<file path="config.mk">
export PLATFORM = sky130hd
export DESIGN_NAME = two_stack_history_navigator_unit_flat
export DESIGN_NICKNAME = d
export VERILOG_FILES = /design/src/design/hsn_pkg.sv /design/src/design/hsn_req_if.sv /design/src/design/hsn_rsp_if.sv /design/src/design/hsn_cell.sv /design/src/design/hsn_stack.sv /design/src/design/two_stack_history_navigator_unit.sv /design/src/flat_wrapper.sv
export SDC_FILE = /design/constraint.sdc
export NUM_CORES = 2
export LEC_CHECK = 0
export ABC_AREA = 0
export BUFFER_PORTS_ARGS = -buffer_cell sky130_fd_sc_hd__buf_2
export CAP_MARGIN = 30
export CORE_ASPECT_RATIO = 0.9
export CORE_MARGIN = 5
export CORE_UTILIZATION = 69
export DETAILED_ROUTE_END_ITERATION = 7
export PLACE_DENSITY_LB_ADDON = 0.08
export SETUP_SLACK_MARGIN = 0.05
export SLEW_MARGIN = 15
export SYNTH_ARGS = -nofsm -noshare
export SYNTH_HDL_FRONTEND = slang
export SYNTH_SLANG_ARGS = --single-unit
export TNS_END_PERCENT = 20
</file>
<file path="constraint.sdc">
create_clock -name clk -period 71 [get_ports clk]
set_input_delay 14.2 -clock clk [delete_from_list [all_inputs] [get_ports clk]]
set_output_delay 14.2 -clock clk [all_outputs]
set_load 0.01 [all_outputs]
</file>
<file path="src/design/hsn_pkg.sv">
`timescale 1ns / 1ps

package hsn_pkg;

    localparam int DEPTH     = 64;
    localparam int PAGE_BITS = 16;
    localparam int CNT_W     = $clog2(DEPTH + 1);

    typedef logic [PAGE_BITS-1:0] page_t;
    typedef logic [CNT_W-1:0]     cnt_t;

    typedef enum logic [2:0] {
        K_VISIT      = 3'd0,
        K_FORWARD    = 3'd1,
        K_BACK       = 3'd2,
        K_LIST_BACK  = 3'd3,
        K_LIST_FWD   = 3'd4,
        K_READ       = 3'd5
    } kind_t;

    typedef enum logic [1:0] {
        STAT_OK    = 2'd0,
        STAT_EMPTY = 2'd1,
        STAT_FULL  = 2'd2
    } status_t;

    typedef enum logic [2:0] {
        STK_HOLD,
        STK_PUSH,
        STK_POP,
        STK_ROT,
        STK_CLEAR
    } stk_op_t;

    typedef struct packed {
        stk_op_t op;
    } stk_ctrl_t;

    typedef enum logic {
        ST_IDLE,
        ST_LIST
    } state_t;

    function automatic page_t to_page(input logic [15:0] p);
        return page_t'(p);
    endfunction

    function automatic logic [15:0] to_value(input page_t p);
        return 16'(p);
    endfunction

endpackage

</file>
<file path="src/design/hsn_req_if.sv">
`timescale 1ns / 1ps

interface hsn_req_if;
    logic        valid;
    logic        ready;
    logic [2:0]  kind;
    logic [15:0] page;

    modport source (output valid, output kind, output page, input ready);
    modport sink   (input valid, input kind, input page, output ready);
endinterface

</file>
<file path="src/design/hsn_rsp_if.sv">
`timescale 1ns / 1ps

interface hsn_rsp_if;
    logic        valid;
    logic        ready;
    logic [15:0] value;
    logic [1:0]  status;
    logic        last;

    modport source (output valid, output value, output status, output last, input ready);
    modport sink   (input valid, input value, input status, input last, output ready);
endinterface

</file>
<file path="src/design/hsn_cell.sv">
`timescale 1ns / 1ps

module hsn_cell (
    input  logic             clk,
    input  hsn_pkg::stk_op_t op,
    input  hsn_pkg::page_t   hi_q,
    input  hsn_pkg::page_t   lo_q,
    input  hsn_pkg::page_t   wrap_q,
    input  logic             is_tail,
    output hsn_pkg::page_t   q
);
    import hsn_pkg::*;

    page_t q_reg;
    page_t q_next;

    always_comb
    begin
        case (op)
            STK_PUSH: q_next = hi_q;
            STK_POP:  q_next = lo_q;
            STK_ROT:  q_next = is_tail ? wrap_q : lo_q;
            default:  q_next = q_reg;
        endcase
    end

    always_ff @(posedge clk)
    begin
        q_reg <= q_next;
    end

    assign q = q_reg;
endmodule

</file>
<file path="src/design/hsn_stack.sv">
`timescale 1ns / 1ps

module hsn_stack (
    input  logic              clk,
    input  logic              rst_n,
    input  hsn_pkg::stk_ctrl_t ctrl,
    input  hsn_pkg::page_t    push_data,
    output hsn_pkg::page_t    top,
    output hsn_pkg::cnt_t     count
);
    import hsn_pkg::*;

    page_t q [DEPTH];
    cnt_t  count_reg;
    cnt_t  count_next;

    // cell 0 is the top; push shifts toward the bottom, pop toward the top,
    // rotate moves the top around to the deepest occupied cell
    for (genvar i = 0; i < DEPTH; i++)
    begin : g_cell
        page_t hi;
        page_t lo;
        logic  tail;

        if (i == 0)
        begin : g_first
            assign hi = push_data;
        end
        else
        begin : g_mid
            assign hi = q[i-1];
        end

        if (i == DEPTH - 1)
        begin : g_end
            assign lo = '0;
        end
        else
        begin : g_body
            assign lo = q[i+1];
        end

        assign tail = (count_reg == CNT_W'(i + 1));

        hsn_cell u_cell (
            .clk     (clk),
            .op      (ctrl.op),
            .hi_q    (hi),
            .lo_q    (lo),
            .wrap_q  (q[0]),
            .is_tail (tail),
            .q       (q[i])
        );
    end

    always_comb
    begin
        case (ctrl.op)
            STK_PUSH:  count_next = count_reg + 1'b1;
            STK_POP:   count_next = count_reg - 1'b1;
            STK_CLEAR: count_next = '0;
            default:   count_next = count_reg;
        endcase
    end

    always_ff @(posedge clk or negedge rst_n)
    begin
        if (!rst_n)
        begin
            count_reg <= '0;
        end
        else
        begin
            count_reg <= count_next;
        end
    end

    assign top   = q[0];
    assign count = count_reg;
endmodule

</file>
<file path="src/design/two_stack_history_navigator_unit.sv">
`timescale 1ns / 1ps

// Back/forward history navigator built from two stacks of shifting cells.
//
// Channels: req carries one request (kind, page); rsp carries result items
// (value, status, last). Both use valid/ready; a transfer happens on a rising
// edge with valid and ready high.
//
// Visit, back, forward and read current give one registered result; these
// requests can be taken every cycle while rsp drains. Listing n entries gives
// n results: the state register enters the listing state, then the output
// register takes one per cycle while rsp drains; no request is taken until
// the final one is in the output register. The cell chain rotates its top
// entry to the bottom of the occupied part for each result, so it is back in
// order when the listing ends. An empty listing gives one empty-status result
// in the cycle after the request. Kind codes six and seven are dropped.
//
// Reset clears the current page, both stack counts and the output valid flag.
// When rsp stalls, the output register holds its result and req.ready drops.
module two_stack_history_navigator_unit (
    input  logic          clk,
    input  logic          rst_n,
    hsn_req_if.sink       req,
    hsn_rsp_if.source     rsp
);
    import hsn_pkg::*;

    state_t    state_reg, state_next;
    logic      sel_fwd_reg, sel_fwd_next;
    cnt_t      remain_reg, remain_next;
    page_t     cur_reg, cur_next;

    logic          out_valid_reg, out_valid_next;
    logic [15:0]   out_value_reg, out_value_next;
    status_t       out_status_reg, out_status_next;
    logic          out_last_reg, out_last_next;

    stk_ctrl_t back_ctrl, fwd_ctrl;
    page_t     back_top, fwd_top;
    cnt_t      back_count, fwd_count;

    logic slot_free;
    logic take;
    kind_t kind;

    // the output slot can be refilled when empty or being taken this cycle
    assign slot_free = !out_valid_reg || rsp.ready;
    assign req.ready = (state_reg == ST_IDLE) && slot_free;
    assign take      = req.valid && req.ready;
    assign kind      = kind_t'(req.kind);

    hsn_stack u_back (
        .clk       (clk),
        .rst_n     (rst_n),
        .ctrl      (back_ctrl),
        .push_data (cur_reg),
        .top       (back_top),
        .count     (back_count)
    );

    hsn_stack u_fwd (
        .clk       (clk),
        .rst_n     (rst_n),
        .ctrl      (fwd_ctrl),
        .push_data (cur_reg),
        .top       (fwd_top),
        .count     (fwd_count)
    );

    always_comb
    begin
        state_next      = state_reg;
        sel_fwd_next    = sel_fwd_reg;
        remain_next     = remain_reg;
        cur_next        = cur_reg;
        back_ctrl.op    = STK_HOLD;
        fwd_ctrl.op     = STK_HOLD;
        out_valid_next  = out_valid_reg && !rsp.ready;
        out_value_next  = out_value_reg;
        out_status_next = out_status_reg;
        out_last_next   = out_last_reg;

        case (state_reg)
            ST_IDLE:
            begin
                if (take)
                begin
                    out_valid_next  = 1'b1;
                    out_status_next = STAT_OK;
                    out_last_next   = 1'b1;
                    case (kind)
                        K_VISIT:
                        begin
                            if (back_count == CNT_W'(DEPTH))
                            begin
                                out_status_next = STAT_FULL;
                            end
                            else
                            begin
                                back_ctrl.op = STK_PUSH;
                                fwd_ctrl.op  = STK_CLEAR;
                                cur_next     = to_page(req.page);
                            end
                        end
                        K_FORWARD:
                        begin
                            if (fwd_count == '0)
                            begin
                                out_status_next = STAT_EMPTY;
                            end
                            else if (back_count == CNT_W'(DEPTH))
                            begin
                                out_status_next = STAT_FULL;
                            end
                            else
                            begin
                                back_ctrl.op = STK_PUSH;
                                fwd_ctrl.op  = STK_POP;
                                cur_next     = fwd_top;
                            end
                        end
                        K_BACK:
                        begin
                            if (back_count == '0)
                            begin
                                out_status_next = STAT_EMPTY;
                            end
                            else if (fwd_count == CNT_W'(DEPTH))
                            begin
                                out_status_next = STAT_FULL;
                            end
                            else
                            begin
                                fwd_ctrl.op  = STK_PUSH;
                                back_ctrl.op = STK_POP;
                                cur_next     = back_top;
                            end
                        end
                        K_LIST_BACK, K_LIST_FWD:
                        begin
                            sel_fwd_next = (kind == K_LIST_FWD);
                            remain_next  = (kind == K_LIST_FWD) ? fwd_count : back_count;
                            if (remain_next == '0)
                            begin
                                out_status_next = STAT_EMPTY;
                            end
                            else
                            begin
                                // results come from the listing walk
                                out_valid_next = 1'b0;
                                state_next     = ST_LIST;
                            end
                        end
                        K_READ:
                        begin
                        end
                        default:
                        begin
                            out_valid_next = 1'b0;
                        end
                    endcase
                    out_value_next = (out_status_next == STAT_EMPTY &&
                                      (kind == K_LIST_BACK || kind == K_LIST_FWD))
                                     ? 16'd0 : to_value(cur_next);
                end
            end
            ST_LIST:
            begin
                if (slot_free)
                begin
                    // emit the top entry and rotate it to the bottom
                    out_valid_next  = 1'b1;
                    out_status_next = STAT_OK;
                    out_value_next  = to_value(sel_fwd_reg ? fwd_top : back_top);
                    out_last_next   = (remain_reg == CNT_W'(1));
                    if (sel_fwd_reg)
                    begin
                        fwd_ctrl.op = STK_ROT;
                    end
                    else
                    begin
                        back_ctrl.op = STK_ROT;
                    end
                    remain_next = remain_reg - 1'b1;
                    if (remain_reg == CNT_W'(1))
                    begin
                        state_next = ST_IDLE;
                    end
                end
            end
            default:
            begin
                state_next = ST_IDLE;
            end
        endcase
    end

    always_ff @(posedge clk or negedge rst_n)
    begin
        if (!rst_n)
        begin
            state_reg <= ST_IDLE;
        end
        else
        begin
            state_reg <= state_next;
        end
    end

    always_ff @(posedge clk or negedge rst_n)
    begin
        if (!rst_n)
        begin
            out_valid_reg <= 1'b0;
            cur_reg       <= '0;
            remain_reg    <= '0;
            sel_fwd_reg   <= 1'b0;
        end
        else
        begin
            out_valid_reg <= out_valid_next;
            cur_reg       <= cur_next;
            remain_reg    <= remain_next;
            sel_fwd_reg   <= sel_fwd_next;
        end
    end

    always_ff @(posedge clk)
    begin
        out_value_reg  <= out_value_next;
        out_status_reg <= out_status_next;
        out_last_reg   <= out_last_next;
    end

    assign rsp.valid  = out_valid_reg;
    assign rsp.value  = out_value_reg;
    assign rsp.status = out_status_reg;
    assign rsp.last   = out_last_reg;

    // a listing walk never runs past the occupied part of its stack
    a_list_bound: assert property (@(posedge clk) disable iff (!rst_n)
        (state_reg == ST_LIST) |-> (remain_reg != '0) &&
            (remain_reg <= (sel_fwd_reg ? fwd_count : back_count)))
        else $error("listing counter out of range");

    // neither stack ever holds more than its depth
    a_count_bound: assert property (@(posedge clk) disable iff (!rst_n)
        (back_count <= CNT_W'(DEPTH)) && (fwd_count <= CNT_W'(DEPTH)))
        else $error("stack count above depth");

    // listing an empty back stack gives one empty, final result
    a_empty_list: assert property (@(posedge clk) disable iff (!rst_n)
        (take && kind == K_LIST_BACK && back_count == '0) |=>
            (rsp.valid && rsp.status == STAT_EMPTY && rsp.last && state_reg == ST_IDLE))
        else $error("empty listing result wrong");

    // the stacks stay untouched while a result waits in a stalled output
    a_stall_hold: assert property (@(posedge clk) disable iff (!rst_n)
        (out_valid_reg && !rsp.ready) |=> ($stable(back_count) && $stable(fwd_count) &&
            $stable(cur_reg)))
        else $error("state moved while output stalled");
endmodule
</file>
<file path="src/flat_wrapper.sv">
// flat-port wrapper written by rule: the top's interface ports become plain ports
module two_stack_history_navigator_unit_flat import hsn_pkg::*;
  (clk, rst_n, req_valid, req_kind, req_page, req_ready, rsp_valid, rsp_value, rsp_status, rsp_last, rsp_ready);
  hsn_req_if req_i ();
  hsn_rsp_if rsp_i ();
  input  logic clk;
  input  logic rst_n;
  input wire logic [$bits(req_i.valid)-1:0] req_valid;
  input wire logic [$bits(req_i.kind)-1:0] req_kind;
  input wire logic [$bits(req_i.page)-1:0] req_page;
  output wire logic [$bits(req_i.ready)-1:0] req_ready;
  output wire logic [$bits(rsp_i.valid)-1:0] rsp_valid;
  output wire logic [$bits(rsp_i.value)-1:0] rsp_value;
  output wire logic [$bits(rsp_i.status)-1:0] rsp_status;
  output wire logic [$bits(rsp_i.last)-1:0] rsp_last;
  input wire logic [$bits(rsp_i.ready)-1:0] rsp_ready;
  assign req_i.valid = req_valid;
  assign req_i.kind = req_kind;
  assign req_i.page = req_page;
  assign req_ready = req_i.ready;
  assign rsp_valid = rsp_i.valid;
  assign rsp_value = rsp_i.value;
  assign rsp_status = rsp_i.status;
  assign rsp_last = rsp_i.last;
  assign rsp_i.ready = rsp_ready;
  two_stack_history_navigator_unit u_core (.clk(clk), .rst_n(rst_n), .req(req_i), .rsp(rsp_i));
endmodule
</file>
After elaboration in Yosys (flattened, before gate mapping)
Index checks and enable logic that the tools add are counted.
- equal/unequal tests: 148
- mux-type cells: 318
- reduce and logical (&&, ||, !) cells: 24
- bitwise gates (word level): 1
- add/sub/neg operators: 5
- operator list (kind ; count):
    one-hot mux 16 bit (3 select lines) ; 129
    2-to-1 mux 16 bit ; 137
    == test 7 x 6 -> 1 bit, second input constant ; 64
    == test 7 x 5 -> 1 bit, second input constant ; 32
    == test 7 x 4 -> 1 bit, second input constant ; 16
    == test 7 x 3 -> 1 bit, second input constant ; 8
    one-hot mux 7 bit (3 select lines) ; 2
    one-hot mux 16 bit (2 select lines) ; 1
    == test 7 x 2 -> 1 bit, second input constant ; 4
    2-to-1 mux 7 bit ; 4
    2-to-1 mux 2 bit ; 12
    2-to-1 mux 3 bit ; 8
    == test 7 x 1 -> 1 bit, second input constant ; 3
    logical NOT 7 bit ; 3
    subtractor 7 x 1 -> 7 bit, second input constant ; 3
    == test 3 x 2 -> 1 bit, second input constant ; 6
    one-hot mux 3 bit (3 select lines) ; 2
    adder 7 x 1 -> 7 bit, second input constant ; 2
    == test 7 bit, second input constant ; 2
    2-to-1 mux 1 bit ; 14
    one-hot mux 7 bit (2 select lines) ; 1
    == test 3 bit, second input constant ; 4
    one-hot mux 3 bit (2 select lines) ; 2
    nonzero test 3 bit ; 4
    other kinds (16) ; 33
- register bits after elaboration: 2107
- logic and storage cells: 634

Logic depth before layout (Yosys ltp)
- depth after elaboration: 12
- mapped depth: 19
- gate-level depth less buffers: 12

Modules after synthesis
A second synthesis with hierarchy kept.
- cells, all modules: 9832
- area, all modules: 111939.9 um^2
- by module, submodules not included (module ; area each (um^2) ; cells an instance ; times used):
    hsn_cell ; 835.8 ; 72 ; 128
    two_stack_history_navigator_unit ; 3045.4 ; 298 ; 1
    hsn_stack ; 955.9 ; 159 ; 2

Worst setup path after synthesis
Ideal clock, no wire load.
- path type: in2reg
- start: input port req_kind[1]
- end: register u_core.u_fwd.g_cell[10].u_cell.q_reg[0] (enable)
- required time: 69.568 ns
- slack: 32.740 ns
- library setup time: 1.432 ns
- path buffers: 1
- stages on the path: 6
- arrival: 36.828 ns
- cell sequence: buf_2 > nor3b_1 > o21ai_2 > nor2_1 > nor2_1 > nand2_1
- word-level cells in the longest chain between the ends: 6
- elaborated cells between the ends (all ways): 10
- classes of those cells: 5 x eq/ne; 3 x mux; 2 x reduce/logical
- RTL lines (element ; RTL line ; source):
    from (decl) ; flat_wrapper.sv:9 ; input wire logic [$bits(req_i.kind)-1:0] req_kind;
    == test 3 x 2 -> 1 bit, or another cell as far along ; two_stack_history_navigator_unit.sv:91 ; case (kind)
    one-hot mux 3 bit (3 select lines) (*) ; two_stack_history_navigator_unit.sv:91 ;
    2-to-1 mux 3 bit (*) ; two_stack_history_navigator_unit.sv:86 ; if (take)
    one-hot mux 3 bit (2 select lines) (*) ; two_stack_history_navigator_unit.sv:83 ; case (state_reg)
    == test 3 x 2 -> 1 bit or == test 3 x 1 -> 1 bit (tied branches) ; hsn_cell.sv:19 ; case (op)
    nonzero test 3 bit (no source line) (*) ; n/a ;
    to (signal assigned) ; hsn_cell.sv:29 ; q_reg <= q_next;
    to (decl) ; hsn_cell.sv:14 ; page_t q_reg;
Every way passes the cells marked *; elsewhere a longest branch is shown, timed or not.
A chain may end at the register's enable or synchronous reset.

Worst setup path in the final report
- start: input port rsp_ready
- end: output port req_ready
- word-level cells in the longest chain between the ends: 2
- RTL lines (element ; RTL line ; source):
    from (decl) ; flat_wrapper.sv:16 ; input wire logic [$bits(rsp_i.ready)-1:0] rsp_ready;
    logical OR 1 bit ; two_stack_history_navigator_unit.sv:47 ; assign slot_free = !out_valid_reg || rsp.ready;
    logical AND 1 bit ; two_stack_history_navigator_unit.sv:48 ; assign req.ready = (state_reg == ST_IDLE) && slot_free;
    to (decl) ; flat_wrapper.sv:11 ; output wire logic [$bits(req_i.ready)-1:0] req_ready;
Every way passes these cells.

==> metrics.cfg <==
[final_layout]
nNetsFinal = 9487
drive_gt1_frac = 0.07327
seq_area_mm2 = 0.06307
n_fill_cell = 10390
area_delta_synth_final_pct = 6.895
multi_input_area_mm2 = 0.03350

[global_route]
grt_use_met1 = 0.5576
use_met3 = 0.1025
grt_overflow = 0
grt-busiest-layer = met1
grt_pass1_wl_um = 466700
grt_start_max_net_pins = 268
grt_pass1_vias = 79170
grt_util_met2 = 0.5281
grt_usage = 0.3738
antenna_found_initial = 12

[sta]
setup_tns_ns = 0
worst_pin_slew_ns = 1.352
finalHoldViolCount = 0
timing.fmax_mhz = 34.11
finalCritPeriodShare = 0.4130
finClkSkew_ns = 0.03147
slew_headroom = 0.09890
period_needed_ns = 29.32
setup_viol = 0
drv_slew = 0
timing.hold.ws_ns = 0.5540
rsz0062_at_grt = false

[floorplan]
ioPinCount = 44
dieArea_mm2 = 0.1595
die_y_um = 379.4
initial_utilization = 0.6942
core_area_mm2 = 0.1507
die_width_um = 420.4
num_rows = 135

[synth]
yosysWarnings = 0
yosys-top-cells-count = 2,096 x nor2_1, 2,067 x edfxtp_1, 1,010 x a21oi_1
ys_types = 64
ys_async_sr_fraction = 0.01898
yosysMostFrequentCell = nor2_1
synth-main-ff-cell = edfxtp_1
synth_area_leader_cell = edfxtp_1
syn_nets = 9987
syn_inst = 9950
netlist_area_mm2 = 0.1046
syn_avg_cell_area_um2 = 10.51
synth-seq-cells = 2107
yosysSeqAreaShare = 0.6030
netlist_top_cells_area = edfxtp_1 59%, a221oi_1 8.2%, nor2_1 7.5%
synth-edff-count = 2067
synth_top_cell_area_share = 0.5934

[setup_path]
end_kind = output port
crit_type = primary input to output port
required_ns = 56.80
cp_max_fo = 4
worstSetupStartpointType = primary input
critPathArrivalTime_ns = 15.12

[clock_network]
insertion_delay_ns = 0.86
postCtsResizedCells = 0
post_cts_buffers = 0
cts_max_level = 4
clk_pin_slew_ns = 0.07
ctsLongestPathBuffers = 3
numCtsBuffers = 205
cts_sinks = 2107
cts_tree = done
root_buffer = clkbuf_16
postCtsHoldBufs = 0

[detailed_routing]
wl_per_cell_um = 26.54
dr.pass1.iters = 8
wl_um = 308400
drc = 4
drt_iter0_markers = 14950
vias = 84510
antenna_left = 0
via_per_inst = 7.273

[pwr]
clockPowerShare = 0.229
leakagePower_nw = 41.40
p_per_area_mw_per_mm2 = 42.18
p_int_mw = 3.016
p_switching_mw = 1.700
p_comb_frac = 0.302
ir_drop_v = 0.00004047
p_sw_frac = 0.3605
power_frac_seq = 0.469

[place]
portBuffers = 43
gp_congestion = 0.9449
hpwl_um = 189000

[status]
status = complete, but fails checks
violations = DRC

[min_path]
hp-class = flip-flop to flip-flop

[job]
maxCapViolations = 0

area by class of cell:
class                      instances  share of cell area
inverter                         957             0.03226
multi-input combinational       5916              0.2996
sequential                      2107              0.5641
timing repair buffer             263             0.02353
clock buffer                     258             0.04917
clock inverter                   121            0.008807
antenna                           12           0.0002686
tap                             1986             0.02222
routing by layer:
layer	wire, µm	vias to the layer above	part of all wire
met2	132200	6598	0.43
met4	11890	0	0.039
met1	120800	41060	0.39
met5	0	-	0
met3	43500	727	0.14
li1	-	36130	-
worst paths after layout:
check | cells after the start | endpoint | from | slack, ns
worst max-delay path | 4 | req_ready | rsp_ready | 41.68
worst min-delay path | 2 | u_core.u_back.g_cell[63].u_cell.q[1] | u_core.u_back.g_cell[62].u_cell.q[1] | 0.55
worst max register to register | 12 | u_core.u_back.g_cell[19].u_cell.q[5] | u_core.u_back.count[0] | 64.30
worst min register to register | 2 | u_core.u_back.g_cell[63].u_cell.q[1] | u_core.u_back.g_cell[62].u_cell.q[1] | 0.55
max in group asynchronous | 2 | u_core.cur_reg[15] | rst_n | 57.13
min in group asynchronous | 1 | u_core.u_back.count[6] | rst_n | 13.32
critical path: stages:
cell and delay, ns:
buf_2 0.16, nor2b_1 0.11, nor2_1 0.41, buf_2 0.23
power by group through the flow:
stage / Clock [mW] / Sequential, mW / Combinational (mW)
6_report: 1.08 / 2.21 / 1.42
5_1_grt: 1.14 / 2.23 / 1.53
4_1_cts: 1.08 / 2.20 / 1.36
3_5_place_dp: 0 / 2.22 / 1.35
3_3_place_gp: 0 / 2.21 / 1.28
2_1_floorplan: 0 / 2.43 / 0.991
cell usage in the layout (no fill, tap or decap), types with 49 or more instances in the layout:
cell | netlist | routed
o21ai_0 | 55 | 54
o22ai_1 | 952 | 951
edfxtp_1 | 2067 | 2067
clkbuf_16 | 0 | 213
o221a_2 | 49 | 49
a21oi_1 | 1010 | 1009
nor2_1 | 2096 | 2087
nand3_1 | 95 | 94
buf_4 | 16 | 161
a221oi_1 | 978 | 978
clkinv_1 | 0 | 55
inv_1 | 956 | 954
nand2_1 | 179 | 178
cells by family after synthesis:
logic type                 synth area share
AOI/OAI and AO/OA                    0.2086
and+or+nand+nor                     0.09798
DFF                                  0.6030
buffers and inverters               0.07842
muxes                              0.009761
adders and majority gates          0.001675
xor gates and xnor gates          0.0005862
through the flow:
stage / utilization / instances / instance area (µm²) / power, mW / setup WS [ns]
2_1_floorplan: - / 9950 / 104600 / 3.424 / 32.74
5_1_grt: 0.7419 / 11610 / 111800 / 4.899 / 41.70
3_3_place_gp: 0.6898 / 11140 / 103900 / 3.496 / 41.60
4_1_cts: 0.7383 / 11580 / 111200 / 4.642 / 41.65
6_report: 0.7421 / 11620 / 111800 / 4.716 / 41.68
3_5_place_dp: 0.6953 / 11200 / 104800 / 3.567 / 41.65
No activity file was read; power rests on OpenSTA's default activity.
